**src/sv/vss_pkg.sv**
```systemverilog
package vss_pkg;

  // stream field widths
  localparam int unsigned OpW        = 2;
  localparam int unsigned TimeW      = 64;
  localparam int unsigned DepthW     = 16;
  localparam int unsigned FirstW     = 10;
  localparam int unsigned EndIdxW    = 11;

  // input tdata layout, lowest bit first
  localparam int unsigned EntryEndLsb    = 0;
  localparam int unsigned EntryDepthLsb  = EntryEndLsb + TimeW;
  localparam int unsigned WinStartLsb    = EntryDepthLsb + DepthW;
  localparam int unsigned WinEndLsb      = WinStartLsb + TimeW;
  localparam int unsigned InDataW        = WinEndLsb + TimeW;

  // output tdata layout, padded to whole bytes
  localparam int unsigned FirstLsb       = 0;
  localparam int unsigned EndIdxLsb      = FirstLsb + FirstW;
  localparam int unsigned OutFieldsW     = EndIdxLsb + EndIdxW;
  localparam int unsigned OutDataW       = ((OutFieldsW + 7) / 8) * 8;

  typedef enum logic [OpW-1:0] {
    OP_APPEND = 2'd0,
    OP_CLEAR  = 2'd1,
    OP_QUERY  = 2'd2
  } op_e;

  // one table row: root flag above the end timestamp
  typedef struct packed {
    logic             root;
    logic [TimeW-1:0] end_time;
  } entry_t;

  typedef struct packed {
    logic               span_found;
    logic [FirstW-1:0]  first_index;
    logic [EndIdxW-1:0] end_index;
  } result_t;

endpackage

```
**src/sv/vss_ctrl.sv**
```systemverilog
module vss_ctrl #(
  parameter int unsigned TABLE_ENTRIES = 1024,
  parameter int unsigned AW            = 10,
  parameter int unsigned CW            = 11
) (
  input  logic                        clk_i,
  input  logic                        rst_ni,
  input  logic                        in_valid_i,
  output logic                        in_ready_o,
  input  logic [vss_pkg::OpW-1:0]     op_i,
  input  logic [vss_pkg::TimeW-1:0]   entry_end_i,
  input  logic                        entry_root_i,
  input  logic [vss_pkg::TimeW-1:0]   window_start_i,
  input  logic [vss_pkg::TimeW-1:0]   window_end_i,
  output logic                        wr_en_o,
  output logic [AW-1:0]               wr_addr_o,
  output vss_pkg::entry_t             wr_data_o,
  output logic [AW-1:0]               rd_addr_a_o,
  output logic [AW-1:0]               rd_addr_b_o,
  input  vss_pkg::entry_t             rd_data_a_i,
  input  vss_pkg::entry_t             rd_data_b_i,
  output logic                        res_valid_o,
  input  logic                        res_ready_i,
  output vss_pkg::result_t            res_o
);

  typedef enum logic [2:0] {
    ST_IDLE,
    ST_SRCH_RD,
    ST_SRCH_CMP,
    ST_WALK_RD,
    ST_WALK_CMP,
    ST_EMIT
  } state_e;

  localparam logic [CW-1:0] TableMax = CW'(TABLE_ENTRIES);

  state_e state_q, state_d;
  logic [CW-1:0] count_q, count_d;
  logic [vss_pkg::TimeW-1:0] key_start_q, key_start_d;
  logic [vss_pkg::TimeW-1:0] key_end_q, key_end_d;
  // unit a: lower bound, then first index; unit b: upper bound, then end index
  logic [CW-1:0] lo_a_q, lo_a_d, len_a_q, len_a_d;
  logic [CW-1:0] lo_b_q, lo_b_d, len_b_q, len_b_d;
  logic done_a_q, done_a_d, done_b_q, done_b_d;
  vss_pkg::result_t res_q, res_d;

  logic [CW-1:0] half_a, half_b, mid_a, mid_b;
  logic [31:0] first_w, last_w;
  logic accept;

  assign half_a = len_a_q >> 1;
  assign half_b = len_b_q >> 1;
  assign mid_a  = lo_a_q + half_a;
  assign mid_b  = lo_b_q + half_b;

  assign in_ready_o  = (state_q == ST_IDLE);
  assign res_valid_o = (state_q == ST_EMIT);
  assign res_o       = res_q;
  assign accept      = in_valid_i && in_ready_o;

  assign wr_en_o   = accept && (op_i == vss_pkg::OP_APPEND) && (count_q < TableMax);
  assign wr_addr_o = count_q[AW-1:0];
  assign wr_data_o = '{root: entry_root_i, end_time: entry_end_i};

  assign rd_addr_a_o = (state_q == ST_WALK_RD) ? lo_a_q[AW-1:0] : mid_a[AW-1:0];
  assign rd_addr_b_o = (state_q == ST_WALK_RD) ? lo_b_q[AW-1:0] : mid_b[AW-1:0];

  always_comb begin
    state_d     = state_q;
    count_d     = count_q;
    key_start_d = key_start_q;
    key_end_d   = key_end_q;
    lo_a_d      = lo_a_q;
    len_a_d     = len_a_q;
    lo_b_d      = lo_b_q;
    len_b_d     = len_b_q;
    done_a_d    = done_a_q;
    done_b_d    = done_b_q;
    res_d       = res_q;
    first_w     = 32'(lo_a_q);
    last_w      = 32'(lo_b_q);

    unique case (state_q)
      ST_IDLE: begin
        if (accept) begin
          unique case (op_i)
            vss_pkg::OP_APPEND: begin
              if (count_q < TableMax) begin
                count_d = count_q + CW'(1);
              end
            end
            vss_pkg::OP_CLEAR: begin
              count_d = '0;
            end
            vss_pkg::OP_QUERY: begin
              key_start_d = window_start_i;
              key_end_d   = window_end_i;
              lo_a_d      = '0;
              len_a_d     = count_q;
              lo_b_d      = '0;
              len_b_d     = count_q;
              state_d     = ST_SRCH_RD;
            end
            default: ;
          endcase
        end
      end
      ST_SRCH_RD: begin
        if ((len_a_q == '0) && (len_b_q == '0)) begin
          if (lo_a_q >= count_q) begin
            res_d   = '0;
            state_d = ST_EMIT;
          end else begin
            done_a_d = 1'b0;
            done_b_d = 1'b0;
            state_d  = ST_WALK_RD;
          end
        end else begin
          state_d = ST_SRCH_CMP;
        end
      end
      ST_SRCH_CMP: begin
        if (len_a_q != '0) begin
          if (rd_data_a_i.end_time < key_start_q) begin
            lo_a_d  = mid_a + CW'(1);
            len_a_d = len_a_q - half_a - CW'(1);
          end else begin
            len_a_d = half_a;
          end
        end
        if (len_b_q != '0) begin
          if (rd_data_b_i.end_time <= key_end_q) begin
            lo_b_d  = mid_b + CW'(1);
            len_b_d = len_b_q - half_b - CW'(1);
          end else begin
            len_b_d = half_b;
          end
        end
        state_d = ST_SRCH_RD;
      end
      ST_WALK_RD: begin
        state_d = ST_WALK_CMP;
      end
      ST_WALK_CMP: begin
        if (!done_a_q) begin
          if ((lo_a_q == '0) || rd_data_a_i.root) begin
            done_a_d = 1'b1;
          end else begin
            lo_a_d = lo_a_q - CW'(1);
          end
        end
        if (!done_b_q) begin
          if (lo_b_q >= count_q) begin
            done_b_d = 1'b1;
          end else begin
            lo_b_d   = lo_b_q + CW'(1);
            done_b_d = rd_data_b_i.root;
          end
        end
        first_w = 32'(lo_a_d);
        last_w  = 32'(lo_b_d);
        if (done_a_d && done_b_d) begin
          res_d.span_found  = 1'b1;
          res_d.first_index = first_w[vss_pkg::FirstW-1:0];
          res_d.end_index   = last_w[vss_pkg::EndIdxW-1:0];
          state_d           = ST_EMIT;
        end else begin
          state_d = ST_WALK_RD;
        end
      end
      ST_EMIT: begin
        if (res_ready_i) begin
          state_d = ST_IDLE;
        end
      end
      default: state_d = ST_IDLE;
    endcase
  end

  always_ff @(posedge clk_i or negedge rst_ni) begin
    if (!rst_ni) begin
      state_q  <= ST_IDLE;
      count_q  <= '0;
      done_a_q <= 1'b0;
      done_b_q <= 1'b0;
    end else begin
      state_q  <= state_d;
      count_q  <= count_d;
      done_a_q <= done_a_d;
      done_b_q <= done_b_d;
    end
  end

  always_ff @(posedge clk_i) begin
    key_start_q <= key_start_d;
    key_end_q   <= key_end_d;
    lo_a_q      <= lo_a_d;
    len_a_q     <= len_a_d;
    lo_b_q      <= lo_b_d;
    len_b_q     <= len_b_d;
    res_q       <= res_d;
  end

  a_count_bounded: assert property (@(posedge clk_i) disable iff (!rst_ni)
    count_q <= TableMax)
    else $error("entry count above table size");

  a_probe_a_in_table: assert property (@(posedge clk_i) disable iff (!rst_ni)
    (state_q == ST_SRCH_RD) && (len_a_q != '0) |-> mid_a < count_q)
    else $error("lower bound probe outside filled entries");

  a_probe_b_in_table: assert property (@(posedge clk_i) disable iff (!rst_ni)
    (state_q == ST_SRCH_RD) && (len_b_q != '0) |-> mid_b < count_q)
    else $error("upper bound probe outside filled entries");

  a_clear_empties: assert property (@(posedge clk_i) disable iff (!rst_ni)
    accept && (op_i == vss_pkg::OP_CLEAR) |=> count_q == '0)
    else $error("clear did not empty the table");

  a_miss_zeroed: assert property (@(posedge clk_i) disable iff (!rst_ni)
    res_valid_o && !res_q.span_found |-> (res_q.first_index == '0) && (res_q.end_index == '0))
    else $error("not-found result carries nonzero indices");

endmodule

```
**config.mk**
```make
export PLATFORM = sky130hd
export DESIGN_NAME = vss_ctrl
export DESIGN_NICKNAME = d
export VERILOG_FILES = /design/src/sv/vss_pkg.sv /design/src/sv/vss_ctrl.sv
export SDC_FILE = /design/constraint.sdc
export NUM_CORES = 1
export LEC_CHECK = 0
export BUFFER_PORTS_ARGS = -buffer_cell sky130_fd_sc_hd__buf_2
export CAP_MARGIN = 20
export CORE_ASPECT_RATIO = 0.7
export CORE_UTILIZATION = 53
export CTS_CLUSTER_DIAMETER = 50
export DETAILED_ROUTE_END_ITERATION = 8
export GPL_TIMING_DRIVEN = 0
export PLACE_DENSITY = 0.82
export SLEW_MARGIN = 0
export SYNTH_ARGS = -nofsm -noshare
export SYNTH_HDL_FRONTEND = slang
export SYNTH_SLANG_ARGS = --single-unit
```
**constraint.sdc**
```tcl
create_clock -name clk_i -period 4.75 [get_ports clk_i]
set_input_delay 0.7125 -clock clk_i [delete_from_list [all_inputs] [get_ports clk_i]]
set_output_delay 0.7125 -clock clk_i [all_outputs]
set_load 0.01 [all_outputs]
```
# After elaboration in Yosys (flattened, before gate mapping)
# Cells that the tools add are included.
[classes]
add_sub_neg = 11
n_mul = 0
div_mod_pow = 0
magnitude_cmp = 5
n_eq_ne = 21
n_shift = 0
muxes = 45
bitwise = 0
reduce_logical = 27
[ops]
columns = ["cell", "n"]
rows = [
  ["$mux W11", 17],
  ["$mux W22", 3],
  ["$pmux W11 S2", 3],
  ["$pmux W11 S3", 2],
  ["$le A64 B64 Y1", 1],
  ["$lt A64 B64 Y1", 1],
  ["$add A11 B1 Y11 const B", 4],
  ["$pmux W22 S2", 1],
  ["$logic_not A11 Y1", 3],
  ["$sub A11 B1 Y11 const B", 3],
  ["$add A11 B10 Y11", 2],
  ["$ge A11 B11 Y1", 2],
  ["$reduce_bool A11 Y1", 2],
  ["$sub A11 B10 Y11", 2],
  ["$mux W10", 2],
  ["$ne A2 B2 Y1 const B", 10],
  ["$mux W3", 6],
  ["$pmux W3 S6", 1],
  ["$reduce_and A4 Y1", 4],
  ["$lt A11 B11 Y1 const B", 1],
  ["$reduce_and A5 Y1", 2],
  ["$reduce_and A3 Y1", 3],
  ["$mux W1", 8],
  ["$ne A2 B1 Y1 const B", 4],
  ["other kinds (13)", 22],
]
[totals]
reg_bits = 210
latchBits = 0
mem_bits_rw = 0
romBits = 0
in_bits = 329
elab_cells = 123
memories = 0

# Longest topological paths before layout
# Gate-level depths: netlist (run 1).
[depth]
word_depth = 8
ltp_mapped = 12
ltp_nobuf = 12

# Least setup slack after synthesis (run 1)
# OpenSTA, ideal clock, no wires.
[synth_path]
kind = "reg-to-reg"
startpoint = "reg state_q[1]"
endpoint = "reg key_end_q[0] (netlist name), enable pin"
setup_ps = 481
t_arrival_ps = 3767
t_required_ps = 4269
path_slack_ps = 502
stages_incl_launch_ff = 5
path_buffers = 1
synth_period_minus_slack_ps = 4248
path_cell_list = "dfrtp_1 > buf_2 > or3_1 > or2_2 > inv_1"
[synth_via]
elab_chain_cells = 3
[synth_lines]
columns = ["item", "line", "source"]
rows = [
  ["start, declared", "vss_ctrl.sv:38", "state_e state_q, state_d;"],
  ["start signal, assigned", "vss_ctrl.sv:188", "state_q <= state_d;"],
  ["$logic_not A3 Y1 (*)", "vss_ctrl.sv:57, vss_ctrl.sv:84", ""],
  ["$logic_and A1 B1 Y1", "vss_ctrl.sv:60", "assign accept = in_valid_i && in_ready_o;"],
  ["$reduce_and A3 Y1 (no line) (*)", "-", ""],
  ["end signal, assigned", "vss_ctrl.sv:197", "key_end_q <= key_end_d;"],
  ["end, declared", "vss_ctrl.sv:41", "logic [vss_pkg::TimeW-1:0] key_end_q, key_end_d;"],
]
# Every way passes the cells marked *; elsewhere a longest branch is shown, timed or not.
# A chain may end at the register's enable or synchronous reset.

# Worst setup path in the final report (run 1)
[layout_path]
startpoint = "reg len_b_q[1]"
endpoint = "out rd_addr_b_o[8]"
[layout_via]
elab_chain_cells = 2
[layout_lines]
columns = ["item", "line", "source"]
rows = [
  ["start, declared", "vss_ctrl.sv:44", "logic [CW-1:0] lo_b_q, lo_b_d, len_b_q, len_b_d;"],
  ["start signal, assigned", "vss_ctrl.sv:201", "len_b_q <= len_b_d;"],
  ["$add A11 B10 Y11", "vss_ctrl.sv:55", "assign mid_b = lo_b_q + half_b;"],
  ["$mux W10", "vss_ctrl.sv:67", "assign rd_addr_b_o = (state_q == ST_WALK_RD) ? lo_b_q[AW-1:0] : mid_b[AW-1:0];"],
  ["end, declared", "vss_ctrl.sv:19", "output logic [AW-1:0] rd_addr_b_o,"],
]
# Every way passes these cells.

==> impl_metrics.json, run 1 <==
{
  "pwr-share-comb_pct": 49.1,
  "dp_cells": 2129,
  "slew_headroom_pct": 31.3,
  "cts_max_level": 1,
  "timing.max_cap.violations": 0,
  "r2r_end": "lo_b_q[4]",
  "worst_ep_required_time_ps": 4040,
  "critical_path_class": "reg -> out",
  "insertion_delay_ps": 520,
  "slew_violations": 0,
  "period_share_pct": 87.3,
  "synth_cell_type_count": 66,
  "yosys_warnings": 0,
  "syn_nets": 1924,
  "drc": 0,
  "peakVddDrop_mv": 0.318,
  "antenna_found_initial": 6,
  "crit_chain": "ha_1 -> fa_1 -> a211oi_1 -> nor2_1 -> o31ai_1 -> a21oi_1 -> xnor2_1 -> o21ai_0 -> buf_2",
  "final_cell_mix": "385 x buf_2, 204 x ha_1, 194 x edfxtp_1",
  "worst-r2r-cell-count": 11,
  "wl_um": 40200,
  "end_kind": "primary output",
  "p_seq_share_pct": 29.8,
  "path_depth": 9,
  "arrival_ps": 3430,
  "clk_path_buf_depth": 3,
  "cp_max_fo": 4,
  "grt_pass1_wl_um": 61800,
  "powerDensity_nw_per_um2": 540,
  "hold_viol": 0,
  "fmax_mhz": 241,
  "grt-ovfl-total": 0,
  "area_growth_pct": 23.0,
  "vias_per_cell": 5.47,
  "hold_buffers": 0,
  "ys.flop_type": "edfxtp_1",
  "post_cts_resize_count": 0,
  "slowest_delay_ps": 500,
  "hold_class": "in -> async",
  "critPathBufInv": 1,
  "cts-buffers-inserted": 27,
  "internal-power_mw": 5.57,
  "routedWlPerCell_um": 18.4,
  "yosys_register_bits": 210,
  "period_needed_ps": 4150,
  "power.leakage_nw": 8.41,
  "core_um2": 26100,
  "synth_seq_area_share_pct": 43.5,
  "top_level_ports": 449,
  "skew_ps": 13.9,
  "r2r_start": "key_end_q[53]",
  "antenna_left": 0,
  "drive_above_1_share_pct": 28.7,
  "vias": 11900,
  "final_nets": 2339,
  "synth_edf_count": 194,
  "die_y_um": 140,
  "start_util_pct": 54.8,
  "instances_no_fill": 2184,
  "cpLargestDelayFamily": "compound AO/OA/AOI/OAI gates",
  "die_w_um": 198,
  "clock_power_share_pct": 21.1,
  "firstDrtPassIters": 5,
  "synthArstFlopShare_pct": 7.62,
  "timing.critical_path.to": "rd_addr_b_o[8]",
  "synth.cell_area_um2": 14300,
  "clock-sinks": 210,
  "tritoncts": "done",
  "die_area_um2": 27700,
  "switchingPower_mw": 3.94,
  "startpoint": "len_b_q[1]",
  "final_common_cell": "buf_2",
  "cts_setup_buffers": 0,
  "cp-start-kind": "flip-flop",
  "final_util_pct": 67.4,
  "grt_pass1_vias": 11700,
  "routabilityCongestion": 0.989,
  "root_buffer": "clkbuf_16",
  "row_count": 49,
  "grt_max_degree": 67,
  "slowest_stage": "edfxtp_1",
  "syn_inst": 1387,
  "status": "finished clean",
  "drt_iter0_drc": 975,
  "grtUsageTotal_pct": 28.7,
  "path_clk_slew_ps": 70,
  "hpwl_um": 32600,
  "rrSetupSlack_ps": 700,
  "grt_setup_unrepaired": "no",
  "avgSynthCellArea_um2": 10.3,
  "placement.io_buffers": 383,
  "power.total_mw": 9.52,
  "finalSetupViolCount": 0,
  "worst_pin_slew_ps": 1030,
  "power.switching_fraction_pct": 41.5
}
area by class of cell:
type	count	area, um2
Sequential cell	210	6230
Multi-Input combinational cell	899	6760
Fill cell	2002	8510
Inverter	182	688
Antenna cell	6	15.0
Clock inverter	20	184
Clock buffer	28	679
Buffer	96	652
Tap cell	357	447
Timing Repair Buffer	386	1960
how the worst min path moves through the flow:
| stage | startpoint | cells after the start | to | slack [ps] |
|---|---|---|---|---|
| CTS | rst_ni | 1 | done_b_q | 90 |
| finish | rst_ni | 1 | state_q[1] | 110 |
| global route | rst_ni | 1 | done_b_q | 110 |
| global placement | done_a_q | 2 | done_a_q | 520 |
| detailed placement | done_a_q | 2 | done_a_q | 530 |
| floorplan | rst_ni | 0 | count_q[0] | 420 |
metal layers:
| metal | share of wire (%) | routed length [um] | vias up | GRT usage, % |
|---|---|---|---|---|
| met5 | 0 | 0 | - | 0 |
| met3 | 11 | 4380 | 82 | 7.49 |
| met4 | 2.5 | 1010 | 0 | 7.41 |
| met1 | 42 | 16900 | 5528 | 39.5 |
| li1 | - | - | 5715 | - |
| met2 | 45 | 17900 | 616 | 45.0 |
power by group through the flow:
stage | Clock [mW] | Sequential (mW) | Combinational, mW
detailed placement | 0 | 2.86 | 4.56
global route | 2.10 | 2.87 | 5.15
finish | 2.00 | 2.84 | 4.67
global placement | 0 | 2.87 | 4.36
floorplan | 0 | 2.73 | 3.25
CTS | 2.03 | 2.82 | 4.60
cells in the mapped netlist (20+ instances only):
cell type / number / area (um2)
o22ai_1: 20 / 125
nand2_1: 83 / 312
inv_1: 182 / 683
edfxtp_1: 194 / 5830
nand3_1: 24 / 120
ha_1: 204 / 2550
a21oi_1: 84 / 420
a21o_1: 37 / 278
o21ai_0: 56 / 280
xor2_1: 26 / 228
xnor2_1: 48 / 420
nor3_1: 22 / 110
nor2_1: 93 / 349
nand4_1: 33 / 206
buf_4: 75 / 563
stage by stage:
stage	TNS (ps)	setup WS [ps]	hold WS [ps]	instance area, um2
floorplan	0	502	417	14300
global placement	-81820	-648	523	16700
detailed placement	0	286	529	16700
CTS	0	671	85.8	17600
global route	0	436	105	17600
finish	0	604	111	17600
worst reg2reg max path, stage by stage (launching register included):
cell and delay (ps):
edfxtp_1 340, inv_1 50, ha_1 300, nand4_1 130
or4_4 590, nor4_4 360, nand3_1 200, nor4_1 390
a21oi_2 140, buf_6 190, o21a_1 210, nor2_1 780
sequential cells by signal (all words and copies together), names as in the netlist:
register / count
key_end_q: 64
key_start_q: 64
res_o: 22
count_q: 11
len_a_q: 11
len_b_q: 11
lo_a_q: 11
lo_b_q: 11
state_q: 3
done_a_q: 1
done_b_q: 1
cell families (layout without fill, tap and decap cells):
family	count (synthesis)	in the layout	share of synthesized area, %
adders and majority gates	208	208	18.4
DFF	210	210	43.5
buffers and inverters	278	712	9.32
and+or+nand+nor	333	333	11.6
AOI/OAI and AO/OA	271	271	11.8
other	0	6	0
xor gates and xnor gates	74	74	4.53
muxes	13	13	0.918
Power figures use the tool's default switching activity.
==> run 2: changes to the inputs <==
- CORE_MARGIN: not set -> 2
==> run 2 against run 1 <==
Highest routed layer unchanged. Largest cell class unchanged. Critical path depth up 2. Cell count rose by 0.14%. Clock power is 11% lower. Largest power group unchanged. Non-clock buffer count stayed put. Clock-buffer cell count rose by 1.
==> impl_metrics.json, run 2 (same netlist as run 1, synthesis figures left out) <==
{
  "row_count": 50,
  "peakVddDrop_mv": 0.357,
  "finalSetupViolCount": 0,
  "die_area_um2": 28400,
  "power.total_mw": 9.27,
  "routabilityCongestion": 0.962,
  "start_util_pct": 53.7,
  "switchingPower_mw": 3.89,
  "grtUsageTotal_pct": 27.7,
  "worst_pin_slew_ps": 1030,
  "grt_setup_unrepaired": "no",
  "slowest_delay_ps": 780,
  "area_growth_pct": 22.1,
  "antenna_found_initial": 6,
  "final.setup.worst_slack_ps": 582,
  "internal-power_mw": 5.38,
  "placement.io_buffers": 383,
  "period_needed_ps": 4170,
  "powerDensity_nw_per_um2": 530,
  "hold_class": "in -> async",
  "end_kind": "flip-flop",
  "antenna_left": 0,
  "clock-sinks": 210,
  "critical_path_class": "reg -> reg",
  "grt-ovfl-total": 0,
  "r2r_end": "lo_b_q[7]",
  "hold_ws_ps": 93.7,
  "fin_area_um2": 17500,
  "routedWlPerCell_um": 18.4,
  "fmax_mhz": 240,
  "hpwl_um": 32500,
  "post_cts_resize_count": 0,
  "drive_above_1_share_pct": 28.3,
  "tritoncts": "done",
  "final_common_cell": "buf_2",
  "cts_max_level": 1,
  "worst_ep_required_time_ps": 4900,
  "wl_um": 40300,
  "place_ws_ps": 147,
  "hold_viol": 0,
  "placed_cell_area_um2": 16700,
  "clk_path_buf_depth": 3,
  "path_clk_slew_ps": 60,
  "slowest_stage": "nor2_1",
  "hold_buffers": 0,
  "power.leakage_nw": 8.34,
  "rrSetupSlack_ps": 580,
  "cp-start-kind": "flip-flop",
  "top_level_ports": 449,
  "slew_headroom_pct": 31.1,
  "insertion_delay_ps": 530,
  "worst-r2r-cell-count": 11,
  "final_nets": 2337,
  "grt_max_degree": 79,
  "status": "finished clean",
  "final_cell_mix": "386 x buf_2, 204 x ha_1, 194 x edfxtp_1",
  "r2r_start": "key_end_q[53]",
  "arrival_ps": 4310,
  "instances_no_fill": 2187,
  "cts-buffers-inserted": 25,
  "die_w_um": 200,
  "drt_iter0_drc": 1035,
  "die_y_um": 142,
  "crit_chain": "inv_1 -> ha_1 -> nand4_1 -> or4_4 -> nor4_4 -> nand3_1 -> nor4_1 -> a21oi_2 -> buf_6 -> o21a_1 -> nor2_1",
  "timing.max_cap.violations": 0,
  "p_seq_share_pct": 30.5,
  "clock_power_share_pct": 19.1,
  "grt_pass1_vias": 11800,
  "skew_ps": 18.0,
  "power.switching_fraction_pct": 42.0,
  "cp_max_fo": 11,
  "cts_setup_buffers": 0,
  "drc": 0,
  "core_um2": 26700,
  "grt_pass1_wl_um": 62100,
  "pwr-share-comb_pct": 50.4,
  "dp_cells": 2137,
  "slew_violations": 0,
  "vias_per_cell": 5.47,
  "vias": 12000,
  "firstDrtPassIters": 6,
  "final_util_pct": 65.6,
  "period_share_pct": 87.8,
  "root_buffer": "clkbuf_16",
  "finalSetupTns_ps": 0
}
## run 2: cell types whose count changed in the layout (fill, tap and decap cells not counted), sizes merged
| cell | change |
|---|---|
| inv | -2 |
| clkinv | -1 |
| clkbuf | +1 |
| bufinv | -2 |
## run 2: power groups by stage
stage	Combinational [mW]	Sequential [mW]	Clock (mW)
2_1_floorplan	3.25	2.73	0
3_3_place_gp	4.35	2.86	0
3_5_place_dp	4.57	2.85	0
4_1_cts	4.61	2.82	1.80
5_1_grt	5.16	2.86	1.87
6_report	4.67	2.83	1.77
## run 2: final cells by class
class	instances	area, um2
Tap cell	364	455
Inverter	182	688
Antenna cell	6	15.0
Fill cell	2126	9160
Multi-Input combinational cell	899	6760
Buffer	96	652
Sequential cell	210	6230
Timing Repair Buffer	386	1960
Clock inverter	15	97.6
Clock buffer	29	641
## run 2: worst max-delay path by stage
stage	start	end	slack, ps	depth (start not counted)
floorplan	state_q[1]	key_end_q[0]	500	4
global placement	state_q[0]	key_start_q[49]	-670	4
detailed placement	rd_data_b_i[53]	lo_b_q[5]	150	11
CTS	key_end_q[53]	lo_b_q[7]	590	11
global route	key_end_q[53]	lo_b_q[3]	380	11
finish	key_end_q[53]	lo_b_q[7]	580	11
## run 2: per-layer routing
layer	wire (um)	GRT usage, %	vias up
met2	18200	44.1	584
met4	1100	8.19	0
met3	3620	6.43	87
met1	17300	37.9	5587
met5	0	0	-
li1	-	-	5702
## run 2: worst max-delay path: cells and delay by family, from the launching register on
family	cells	cell delay [ps]
AO/OA/AOI/OAI	2	340
adder cells (fa/ha/maj)	1	300
flip-flops	1	320
buffers and inverters	2	240
AND/OR/NAND/NOR	6	2590
==> run 3: changes to the inputs <==
- clock period: 4.75 -> 4 ns (I/O delays scaled with it)
==> run 3 against run 2 <==
Combinational power rose by 19%. Sequential cell count unchanged. Clock power up 29%. Die area is the same. Routed wire length increased by 1.2%. Clock skew decreased by 1.5 ps. Register-to-register slack worse by 270 ps. First-iteration DRC count fell by 4.3%. Largest power group unchanged. Highest routed layer is now met5.
==> impl_metrics.json, run 3 (same netlist as run 1, synthesis figures left out) <==
{
  "cts_setup_buffers": 0,
  "area_growth_pct": 23.2,
  "cp_max_fo": 5,
  "routedWlPerCell_um": 18.6,
  "firstDrtPassIters": 6,
  "skew_ps": 16.5,
  "grt_pass1_wl_um": 61900,
  "period_share_pct": 95.7,
  "multiInputGateArea_um2": 6780,
  "clk_path_buf_depth": 3,
  "row_count": 50,
  "dp_cells": 2139,
  "insertion_delay_ps": 540,
  "root_buffer": "clkbuf_16",
  "die_y_um": 142,
  "top_level_ports": 449,
  "path_clk_slew_ps": 70,
  "grt.met2_usage_pct": 45.5,
  "fin_area_um2": 17600,
  "power.leakage_nw": 8.40,
  "hold_viol": 0,
  "timing.max_cap.violations": 0,
  "instances_no_fill": 2193,
  "arrival_ps": 3230,
  "placed_cell_area_um2": 16800,
  "grt-busiest-layer": "met2",
  "die_area_um2": 28400,
  "cts_max_level": 1,
  "grt-ovfl-total": 0,
  "period_needed_ps": 3830,
  "final.setup.worst_slack_ps": 172,
  "worst_ep_required_time_ps": 3400,
  "status": "finished clean",
  "antenna_found_initial": 6,
  "power.total_mw": 11.2,
  "fill_cells": 2098,
  "grt_max_degree": 47,
  "clock-sinks": 210,
  "end_kind": "primary output",
  "worst_pin_slew_ps": 962,
  "regArea_um2": 6230,
  "antenna_left": 0,
  "final_common_cell": "buf_2",
  "slew_headroom_pct": 35.9,
  "grt_setup_unrepaired": "no",
  "routabilityCongestion": 0.986,
  "core_um2": 26700,
  "wl_um": 40700,
  "cts-buffers-inserted": 26,
  "drt_iter0_drc": 991,
  "grt_pass1_vias": 11900,
  "finalSetupViolCount": 0,
  "hpwl_um": 33000,
  "slew_violations": 0,
  "vias_per_cell": 5.50,
  "start_util_pct": 53.7,
  "drive_above_1_share_pct": 28.8,
  "final_nets": 2341,
  "fmax_mhz": 261,
  "vias": 12100,
  "hold_class": "in -> reg",
  "grtUsageMet1_pct": 36.1,
  "die_w_um": 200,
  "drc": 0,
  "tritoncts": "done",
  "final_util_pct": 66.2,
  "final_cell_mix": "386 x buf_2, 204 x ha_1, 194 x edfxtp_1",
  "powerDensity_nw_per_um2": 636,
  "grt_use_met3_pct": 7.35,
  "place_ws_ps": -464,
  "placement.io_buffers": 383,
  "peakVddDrop_mv": 0.362,
  "cp-start-kind": "flip-flop",
  "grtUsageTotal_pct": 28.0,
  "critical_path_class": "reg -> out"
}
[run 3: cell types whose count changed in the layout (fill, tap and decap cells not counted), moves of 2 or more]
cell	change
clkinvlp_4	+2
clkbuf_16	+2
buf_12	+3
nor2_1	-2
inv_6	-5
clkinv_2	+2
clkinv_4	+3
[run 3: where the power goes]
part / switching, mW / internal (mW)
Combinational: 3.26 / 2.32
Sequential: 0.421 / 2.94
Clock: 0.963 / 1.32
[run 3: critical path, stage by stage (launching register included)]
cell      delay, ps
edfxtp_1        470
ha_1            350
a211oi_1        360
o21ai_0         180
a211oi_1        340
o31ai_1         140
a21oi_1         260
xor2_1          260
o21ai_0         140
buf_2           180
[run 3: layout make-up]
cell class	instances	share of cell area [%]
multi-input combinational	899	38.4
tap	364	2.58
inverter	182	3.89
sequential	210	35.3
timing repair buffer	389	11.3
antenna	5	0.0709
clock buffer	31	3.97
clock inverter	17	0.752
buffer	96	3.69
[run 3: what timing repair did]
action	CTS	global route
hold buffers	1	0
setup endpoints to repair	11	23
hold endpoints to repair	16	0
resized for setup	1	5
[run 3: through the flow]
step           setup TNS [ps]  hold slack [ps]
5_1_grt                     0              202
3_3_place_gp           -38690              521
4_1_cts                     0              202
6_report                    0              230
2_1_floorplan               0              304
3_5_place_dp            -5460              532
[run 3: layer usage]
| layer | vias up | wire length, um |
|---|---|---|
| met5 | - | 13 |
| met4 | 2 | 1460 |
| met3 | 100 | 4050 |
| met2 | 621 | 18500 |
| met1 | 5619 | 16700 |
| li1 | 5716 | - |
[run 3: worst paths after layout]
path	from	to	slack, ps	depth (start not counted)
worst max-delay path	lo_a_q[1]	rd_addr_a_o[9]	170	9
worst min-delay path	window_start_i[23]	key_start_q[23]	230	1
worst max register to register	key_end_q[55]	lo_b_q[9]	310	11
worst min register to register	done_a_q	done_a_q	560	2
max in group asynchronous	rst_ni	count_q[2]	3190	2
min in group asynchronous	rst_ni	count_q[10]	520	2
